===== src/hw/rtl/dpdc_pkg.sv =====
`timescale 1ns / 1ps
// shared types and constants of the dual pid drive controller
// no dependencies

package dpdc_pkg;

  localparam int unsigned FieldW  = 24;
  localparam int unsigned DriveW  = 16;
  localparam int unsigned CfgW    = 16;
  localparam int unsigned CfgIdxW = 3;

  localparam int unsigned ErrW  = FieldW + 1;
  localparam int unsigned DiffW = FieldW + 2;
  localparam int unsigned IntW  = 18;
  localparam int unsigned IrawW = IntW + 1;
  localparam int unsigned MulAW = DiffW;
  localparam int unsigned MulBW = CfgW + 1;
  localparam int unsigned ProdW = MulAW + MulBW;
  localparam int unsigned LatW  = ProdW + 1;
  localparam int unsigned LoW   = 22;
  localparam int unsigned HiW   = LatW - LoW;
  localparam int unsigned ScW   = LatW + MulBW;
  localparam int unsigned QShift = 8;
  localparam int unsigned ScaledW = ScW - QShift;
  localparam int unsigned TurnW = ProdW + 2;
  localparam int unsigned SumW  = ScaledW + 1;

  localparam logic [CfgW-1:0] LatPReset   = 16'd26;
  localparam logic [CfgW-1:0] LatDReset   = 16'd26;
  localparam logic [CfgW-1:0] TurnPReset  = 16'd179;
  localparam logic [CfgW-1:0] TurnIReset  = 16'd26;
  localparam logic [CfgW-1:0] TurnDReset  = 16'd26;
  localparam logic [CfgW-1:0] IZoneReset  = 16'd3;
  localparam logic [CfgW-1:0] ILimitReset = 16'd300;
  localparam logic [CfgW-1:0] ScaleReset  = 16'd256;

  typedef enum logic [CfgIdxW-1:0] {
    REG_LATERAL_P_GAIN  = 3'd0,
    REG_LATERAL_D_GAIN  = 3'd1,
    REG_TURN_P_GAIN     = 3'd2,
    REG_TURN_I_GAIN     = 3'd3,
    REG_TURN_D_GAIN     = 3'd4,
    REG_INTEGRAL_ZONE   = 3'd5,
    REG_INTEGRAL_LIMIT  = 3'd6,
    REG_DRIVE_SCALE     = 3'd7
  } cfg_idx_e;

  typedef struct packed {
    logic signed [FieldW-1:0] left_position;
    logic signed [FieldW-1:0] right_position;
    logic signed [FieldW-1:0] heading;
    logic signed [FieldW-1:0] target_position;
    logic signed [FieldW-1:0] target_heading;
  } in_item_t;

  typedef struct packed {
    logic signed [DriveW-1:0] left_drive;
    logic signed [DriveW-1:0] right_drive;
  } out_item_t;

endpackage


===== src/hw/rtl/dual_pid_drive_controller.sv =====
`timescale 1ns / 1ps
// dual pid drive controller: lateral pd and turn pid with integral zone
// ERR, DIFF and MUL states, then ST_OUT registers the result once any old one is taken
// one item at a time, taken only in ST_IDLE; eight steps on one 26x17 multiplier
// reset: gains and limits take their defaults, error history and integral clear
// depends on dpdc_pkg

module dual_pid_drive_controller (
  input  logic                          clk_i,
  input  logic                          rst_ni,
  input  logic                          cfg_we_i,
  input  logic [dpdc_pkg::CfgIdxW-1:0]  cfg_idx_i,
  input  logic [dpdc_pkg::CfgW-1:0]     cfg_data_i,
  input  logic                          in_valid_i,
  output logic                          in_ready_o,
  input  dpdc_pkg::in_item_t            in_data_i,
  output logic                          out_valid_o,
  input  logic                          out_ready_i,
  output dpdc_pkg::out_item_t           out_data_o
);
  import dpdc_pkg::*;

  typedef enum logic [2:0] {
    ST_IDLE,
    ST_ERR,
    ST_DIFF,
    ST_MUL,
    ST_OUT
  } state_e;

  function automatic logic signed [DriveW-1:0] sat16(input logic signed [SumW-1:0] x);
    logic signed [SumW-1:0] hi;
    logic signed [SumW-1:0] lo;
    hi = SumW'(signed'(32767));
    lo = SumW'(signed'(-32768));
    if (x > hi) begin
      return DriveW'(hi);
    end else if (x < lo) begin
      return DriveW'(lo);
    end
    return x[DriveW-1:0];
  endfunction

  state_e state_q;
  logic [2:0] step_q;

  logic [CfgW-1:0] lat_p_q, lat_d_q, turn_p_q, turn_i_q, turn_d_q;
  logic [CfgW-1:0] izone_q, ilimit_q, scale_q;

  logic signed [ErrW-1:0]   last_e_q, last_t_q;
  logic signed [IntW-1:0]   integ_q;

  logic signed [ErrW-1:0]   sum_q, tpos_q, t_q, e_q;
  logic signed [DiffW-1:0]  de_q, dt_q;
  logic signed [IrawW-1:0]  iraw_q;
  logic signed [IntW-1:0]   inew_q;
  logic signed [ProdW-1:0]  p_q;
  logic signed [LatW-1:0]   lat_q;
  logic signed [ScW-1:0]    sc_q;
  logic signed [TurnW-1:0]  turn_q;

  logic      out_valid_q;
  out_item_t out_q;

  // error stage
  logic signed [ErrW-1:0]  half;
  logic signed [ErrW-1:0]  corr;
  logic signed [ErrW-1:0]  e_d;
  logic        [ErrW-1:0]  abs_t;
  logic                    in_zone;
  logic signed [IrawW-1:0] iraw_d;

  assign half    = sum_q >>> 1;
  assign corr    = ErrW'(signed'({1'b0, sum_q[ErrW-1] & sum_q[0]}));
  assign e_d     = tpos_q - half - corr;
  assign abs_t   = t_q[ErrW-1] ? ErrW'(-t_q) : ErrW'(t_q);
  assign in_zone = abs_t < {{(ErrW-CfgW){1'b0}}, izone_q};
  assign iraw_d  = in_zone ? (IrawW'(integ_q) + t_q[IrawW-1:0]) : '0;

  // integral clamp
  logic signed [IrawW-1:0] lim_pos, lim_neg;
  logic signed [IntW-1:0]  inew_d;

  assign lim_pos = signed'({{(IrawW-CfgW){1'b0}}, ilimit_q});
  assign lim_neg = -lim_pos;
  always_comb begin
    if (iraw_q > lim_pos) begin
      inew_d = lim_pos[IntW-1:0];
    end else if (iraw_q < lim_neg) begin
      inew_d = lim_neg[IntW-1:0];
    end else begin
      inew_d = iraw_q[IntW-1:0];
    end
  end

  // shared multiplier operand select
  logic signed [MulAW-1:0] mul_a;
  logic signed [MulBW-1:0] mul_b;
  logic signed [ProdW-1:0] p_d;

  always_comb begin
    case (step_q)
      3'd0: begin
        mul_a = MulAW'(e_q);
        mul_b = signed'({1'b0, lat_p_q});
      end
      3'd1: begin
        mul_a = de_q;
        mul_b = signed'({1'b0, lat_d_q});
      end
      3'd2: begin
        mul_a = MulAW'(t_q);
        mul_b = signed'({1'b0, turn_p_q});
      end
      3'd3: begin
        mul_a = signed'({{(MulAW-LoW){1'b0}}, lat_q[LoW-1:0]});
        mul_b = signed'({1'b0, scale_q});
      end
      3'd4: begin
        mul_a = dt_q;
        mul_b = signed'({1'b0, turn_d_q});
      end
      3'd5: begin
        mul_a = MulAW'(signed'(lat_q[LatW-1:LoW]));
        mul_b = signed'({1'b0, scale_q});
      end
      3'd6: begin
        mul_a = MulAW'(inew_q);
        mul_b = signed'({1'b0, turn_i_q});
      end
      default: begin
        mul_a = '0;
        mul_b = '0;
      end
    endcase
  end

  assign p_d = mul_a * mul_b;

  // output sums
  logic signed [SumW-1:0] scaled_x, turn_x;
  assign scaled_x = SumW'(signed'(sc_q[ScW-1:QShift]));
  assign turn_x   = SumW'(turn_q);

  always_ff @(posedge clk_i or negedge rst_ni) begin
    if (!rst_ni) begin
      lat_p_q  <= LatPReset;
      lat_d_q  <= LatDReset;
      turn_p_q <= TurnPReset;
      turn_i_q <= TurnIReset;
      turn_d_q <= TurnDReset;
      izone_q  <= IZoneReset;
      ilimit_q <= ILimitReset;
      scale_q  <= ScaleReset;
    end else if (cfg_we_i) begin
      case (cfg_idx_e'(cfg_idx_i))
        REG_LATERAL_P_GAIN: lat_p_q  <= cfg_data_i;
        REG_LATERAL_D_GAIN: lat_d_q  <= cfg_data_i;
        REG_TURN_P_GAIN:    turn_p_q <= cfg_data_i;
        REG_TURN_I_GAIN:    turn_i_q <= cfg_data_i;
        REG_TURN_D_GAIN:    turn_d_q <= cfg_data_i;
        REG_INTEGRAL_ZONE:  izone_q  <= cfg_data_i;
        REG_INTEGRAL_LIMIT: ilimit_q <= cfg_data_i;
        REG_DRIVE_SCALE:    scale_q  <= cfg_data_i;
        default: ;
      endcase
    end
  end

  always_ff @(posedge clk_i or negedge rst_ni) begin
    if (!rst_ni) begin
      state_q     <= ST_IDLE;
      step_q      <= '0;
      last_e_q    <= '0;
      last_t_q    <= '0;
      integ_q     <= '0;
      sum_q       <= '0;
      tpos_q      <= '0;
      t_q         <= '0;
      e_q         <= '0;
      de_q        <= '0;
      dt_q        <= '0;
      iraw_q      <= '0;
      inew_q      <= '0;
      p_q         <= '0;
      lat_q       <= '0;
      sc_q        <= '0;
      turn_q      <= '0;
      out_valid_q <= 1'b0;
      out_q       <= '0;
    end else begin
      if (out_valid_q && out_ready_i && (state_q != ST_OUT)) begin
        out_valid_q <= 1'b0;
      end
      case (state_q)
        ST_IDLE: begin
          if (in_valid_i) begin
            sum_q   <= ErrW'(in_data_i.left_position) + ErrW'(in_data_i.right_position);
            tpos_q  <= ErrW'(in_data_i.target_position);
            t_q     <= ErrW'(in_data_i.heading) - ErrW'(in_data_i.target_heading);
            state_q <= ST_ERR;
          end
        end
        ST_ERR: begin
          e_q     <= e_d;
          dt_q    <= DiffW'(t_q) - DiffW'(last_t_q);
          iraw_q  <= iraw_d;
          state_q <= ST_DIFF;
        end
        ST_DIFF: begin
          de_q    <= DiffW'(e_q) - DiffW'(last_e_q);
          inew_q  <= inew_d;
          step_q  <= '0;
          state_q <= ST_MUL;
        end
        ST_MUL: begin
          p_q <= p_d;
          case (step_q)
            3'd1: lat_q  <= LatW'(p_q);
            3'd2: lat_q  <= lat_q + LatW'(p_q);
            3'd3: turn_q <= TurnW'(p_q);
            3'd4: sc_q   <= ScW'(p_q);
            3'd5: turn_q <= turn_q + TurnW'(p_q);
            3'd6: sc_q   <= sc_q + (ScW'(p_q) <<< LoW);
            3'd7: turn_q <= turn_q + TurnW'(p_q);
            default: ;
          endcase
          step_q <= step_q + 3'd1;
          if (step_q == 3'd7) begin
            state_q <= ST_OUT;
          end
        end
        ST_OUT: begin
          if (!out_valid_q || out_ready_i) begin
            out_q.left_drive  <= sat16(scaled_x - turn_x);
            out_q.right_drive <= sat16(scaled_x + turn_x);
            out_valid_q       <= 1'b1;
            last_e_q          <= e_q;
            last_t_q          <= t_q;
            integ_q           <= inew_q;
            state_q           <= ST_IDLE;
          end
        end
        default: state_q <= ST_IDLE;
      endcase
    end
  end

  assign in_ready_o  = (state_q == ST_IDLE);
  assign out_valid_o = out_valid_q;
  assign out_data_o  = out_q;

endmodule


===== config.mk =====
export PLATFORM = sky130hd
export DESIGN_NAME = dual_pid_drive_controller
export DESIGN_NICKNAME = d
export VERILOG_FILES = /design/src/hw/rtl/dpdc_pkg.sv /design/src/hw/rtl/dual_pid_drive_controller.sv
export SDC_FILE = /design/constraint.sdc
export NUM_CORES = 2
export LEC_CHECK = 0
export ABC_AREA = 1
export BUFFER_PORTS_ARGS = -buffer_cell sky130_fd_sc_hd__buf_2
export CAP_MARGIN = 15
export CORE_ASPECT_RATIO = 1.1
export CORE_MARGIN = 4
export CORE_UTILIZATION = 60
export DETAILED_ROUTE_END_ITERATION = 6
export PLACE_DENSITY = 0.77
export SLEW_MARGIN = 20
export SYNTH_ARGS = -nofsm -noshare
export SYNTH_HDL_FRONTEND = slang
export SYNTH_SLANG_ARGS = --single-unit

===== constraint.sdc =====
create_clock -name clk_i -period 10.6 [get_ports clk_i]
set_input_delay 1.06 -clock clk_i [delete_from_list [all_inputs] [get_ports clk_i]]
set_output_delay 1.06 -clock clk_i [all_outputs]
set_load 0.02 [all_outputs]

=== Word-level counts from Yosys, hierarchy flattened ===
Cells that the tools add are included.

* Input port bits: 144
* Output and inout bits: 34
* Bits in registers: 616

* Equal/unequal tests: 22
* Multiplexer cells: 31
* Bitwise gates (word level): 1
* Reduce and logical (&&, ||, !) cells: 27
* Add/subtract/negate cells: 15
* Multipliers: 1
* Magnitude comparators: 7

{| class="wikitable"
|+ Operator list
! operator !! count
|-
| $pmux 26 s7 || 1
|-
| $pmux 61 s2 || 1
|-
| $gt 54x16->1 const B || 2
|-
| $lt 54x16->1 const B || 2
|-
| $mux 16 || 6
|-
| $pmux 16 s6 || 1
|-
| $pmux 45 s2 || 1
|-
| $pmux 44 s2 || 1
|-
| $add 61x61->61 || 1
|-
| $add 53x45->54 || 1
|-
| $sub 53x45->54 || 1
|-
| $sub 25x25->26 || 2
|-
| $sub 24x24->25 || 2
|-
| $add 45x43->45 || 1
|-
| $add 44x43->44 || 1
|-
| $mul 26x17->43 || 1
|-
| $mux 18 || 2
|-
| $eq 3x3->1 const B || 9
|-
| $reduce_and 2->1 || 13
|-
| $add 24x24->25 || 1
|-
| $lt 25x16->1 || 1
|-
| $mux 25 || 1
|-
| $neg 25->25 || 1
|-
| $sub 25x2->25 || 1
|-
| 22 further kinds || 50
|}

=== Logic depth before layout (Yosys ltp) ===
* Depth after elaboration: 7
* Depth in mapped cells: 43
* Gate-level depth less buffers: 42

=== Worst setup path after synthesis ===
OpenSTA, ideal clock, no wires.

* Kind: flip-flop to flip-flop
* From: register step_q[1]
* To: register p_q[33]
* Data required time: 10518 ps
* Library setup time: 82 ps
* Path slack: 3011 ps
* Path buffers: 2
* Period minus slack after synthesis: 7589 ps
* Stages on the path, launching flop included: 33
* Data arrival time: 7507 ps
* Path through: dfrtp_1 -> inv_1 -> ha_1 -> nand2_1 -> inv_2 -> a21oi_1 -> buf_2 -> nor2_1 -> a2111oi_2 -> clkbuf_1 -> nor2_1 -> fa_1 -> inv_1 -> fa_1 -> fa_1 -> inv_1 -> fa_1 -> fa_1 -> inv_1 -> fa_1 -> inv_1 -> ha_1 -> nand2_1 -> nor2_1 -> nand2_1 -> nand2_1 -> a31oi_1 -> o21ai_0 -> inv_1 -> o21ai_0 -> a31oi_1 -> or2_2 -> a31oi_1

* Word-level cells in the longest chain between the ends: 4

{| class="wikitable"
|+ Ends and longest elaborated chain
! item !! line !! source
|-
| from (decl) || dual_pid_drive_controller.sv:45 || <nowiki>logic [2:0] step_q;</nowiki>
|-
| from (signal assigned) || dual_pid_drive_controller.sv:228 || <nowiki>step_q <= step_q + 3'd1;</nowiki>
|-
| $eq 3x3->1 / $eq 3x2->1 (equally long branches) || dual_pid_drive_controller.sv:102 || <nowiki>case (step_q)</nowiki>
|-
| $reduce_or 2->1 (no line) || - ||
|-
| $pmux 16 s6 || dual_pid_drive_controller.sv:102 ||
|-
| $mul 26x17->43 * || dual_pid_drive_controller.sv:138 || <nowiki>assign p_d = mul_a * mul_b;</nowiki>
|-
| to (signal assigned) || dual_pid_drive_controller.sv:217 || <nowiki>p_q <= p_d;</nowiki>
|-
| to (decl) || dual_pid_drive_controller.sv:57 || <nowiki>logic signed [ProdW-1:0] p_q;</nowiki>
|}

Mark *: on every way between the ends. The rest lies on a longest branch, timed or not.
A chain may end at the register's enable or synchronous reset.

=== Final worst setup path ===
* From: register step_q[0]
* To: register p_q[41]

The elaborated chain is that of the path after synthesis.

==> metrics.txt <==
status finished with violations; failing checks design-rule violations; Seq/Total Area, Yosys 22.5%; cts-stage hold buffer count 0; drt initial violations 8731; cells on worst reg2reg path 28; CP max stage cell fa_1; DP HPWL 229000 um; critical path launch point type flop; WL met2 130000 um; Critical Path Start step_q[0]; io pins 178; via/cell ratio 6.20; drt total wl 290000 um; die width 328 um; Synth area leaders dfrtp_1 22%, nand2_1 14%, fa_1 12%; Clock Tree Buf Depth 3; Worst Path Arrival 10.18 ns; post-synthesis cell count 9856; Slew Viols, Final 0; syn nets 11000; Final setup viols 0; Post CTS Setup Buffer Count 0; layout cells sized above 1 5.90%; Vias 71100; CP max stage delay 0.92 ns; Area Growth Syn to Fin 7.46%; Inserted Clock Buffers 70; CTS root buffer clkbuf_16; Seq cells post-synth 608; grt total ovfl 0; number of synthesized flops with an enable pin 0; CP Max Fanout 25; DR WL met3 31500 um; worst-margin pin slew 1.22 ns; H-Tree Depth 3; area of the mapped netlist 67700 um^2; Core ar. 111000 um^2; worst skew pair latency 0.70 ns; fraction of registers with async set/reset 100%; post-route minimum period 9.66 ns; endpoint class of the critical path flop; input/output buffers 177; Final ANT Viol Nets 0; Crit path required time 11.12 ns; clock sinks 608; commonest non-fill, non-tap cell in the layout nand2_1; Global Route Usage Sum 48.3%; row count 128; drc violations 2; crit path kind reg2reg; most frequent cells in the layout 2518 x nand2_1, 1801 x inv_1, 860 x nor2_1; Initial Util 60.8%; initial antenna violation count 18; prevailing post-synth register cell dfrtp_1; Tcrit/Tclk final 91.1%; flop-to-flop setup slack 0.94 ns; final net count 11000; class of the worst hold path in2async; CTS clk-pin slew, worst paths 0.07 ns; worst r2r src step_q[0]; Metal-1 WL 93000 um; Die Ht 360 um; sum of negative setup slack 0 ns; Yosys warning count 0; maximum clock rate 104 MHz; GP Congestion 1.09; RSZ-0062 raised after global routing false; Die ar. 118000 um^2; unique cell type count in the Yosys netlist 69; First-pass DRT Iterations 7; max-cap viol count 0; R2R Path End p_q[41]; post-synth top area cell dfrtp_1; post_cts resized 0; CTS tree done; drt wl/cell 25.3 um; Fillers 9552; vias in the first global route 70300; Synth Area per Inst 6.87 um^2; largest net degree at the start of global routing 147; skew final 0.0679 ns; final hold violation count 0; Yosys top cell area share 21.6%; top sig layer met5; first-pass GRT wire length 430000 um; Rel. slew slack 18.6%
registers in the layout, indices dropped and copies added (netlist names), 18 cells and up:
| signal | cells |
|---|---|
| dt_q | 26 |
| sum_q | 25 |
| e_q | 25 |
| p_q | 43 |
| sc_q | 53 |
| inew_q | 18 |
| last_e_q | 25 |
| lat_q | 44 |
| de_q | 26 |
| out_data_o | 32 |
| last_t_q | 25 |
| integ_q | 18 |
| iraw_q | 19 |
| turn_q | 45 |
| tpos_q | 24 |
| t_q | 25 |
worst max path at each step:
stage	end	slack, ns
2_1_floorplan	p_q[33]	3.01
3_3_place_gp	p_q[33]	1.56
3_5_place_dp	p_q[41]	1.27
4_1_cts	p_q[41]	1.20
5_1_grt	p_q[41]	0.53
6_report	p_q[41]	0.94
metrics by stage:
| step | instances | setup WS, ns | hold WS (ns) | util, % | instance area (um^2) |
|---|---|---|---|---|---|
| 5_1_grt | 11500 | 0.529 | 0.452 | 65.3 | 72700 |
| 4_1_cts | 11500 | 1.20 | 0.415 | 65.3 | 72600 |
| 6_report | 11500 | 0.940 | 0.370 | 65.4 | 72800 |
| 3_5_place_dp | 11300 | 1.27 | 0.470 | 62.9 | 70100 |
| 2_1_floorplan | 9856 | 3.01 | 0.449 | - | 67700 |
| 3_3_place_gp | 11300 | 1.56 | 0.461 | 62.9 | 70100 |
synthesized netlist by cell type (22+ instances only):
master	count
buf_2	36
nor3_1	79
nor4_1	43
o21a_1	31
inv_1	1803
o21ai_1	25
a22o_1	23
nand2_1	2524
ha_1	555
xor2_1	156
nor2_1	863
dfrtp_1	584
or2_2	71
o22ai_1	46
xnor2_1	94
nand4_1	108
fa_1	417
nand3_1	357
a21o_1	25
o21ai_0	781
o211ai_1	52
clkbuf_1	203
dfstp_2	24
a31oi_1	70
a21oi_1	622
o21bai_1	22
area by class of cell:
type	instances	area [um^2]	area share, %
tap	1495	1870	2.57
inverter	1818	6820	9.38
clock buffer	93	2010	2.76
clock inverter	35	567	0.779
timing repair buffer	262	1560	2.15
sequential	608	15200	21.0
antenna	10	25.0	0.0344
multi-input combinational	7156	44600	61.4
cells by family (layout without fill, tap and decap cells):
group	Yosys count	in the layout	synth area share (%)
adder cells (fa/ha/maj)	972	972	22.6
flip-flops	608	608	22.5
buffers and inverters	2092	2208	11.9
AO/OA/AOI/OAI	1796	1796	14.6
XOR/XNOR	250	250	3.23
other	0	10	0
AND/OR/NAND/NOR	4138	4138	25.1
per-layer routing:
| layer | track usage [%] | vias up |
|---|---|---|
| li1 | - | 31400 |
| met1 | 51.5 | 32900 |
| met2 | 77.3 | 5092 |
| met3 | 13.1 | 1716 |
| met4 | 45.8 | 14 |
| met5 | 0 | - |
critical path, delay by kind of cell, from the launching register on:
kind            cells  cell delay, ns
compound gates      2            0.26
buf+inv             8            2.35
simple gates       10            1.85
flops               1            0.40
fa+ha+maj           8            4.61
Power is not shown: default switching activity piles up to over one toggle a cycle in this logic, so the estimate is an artifact.
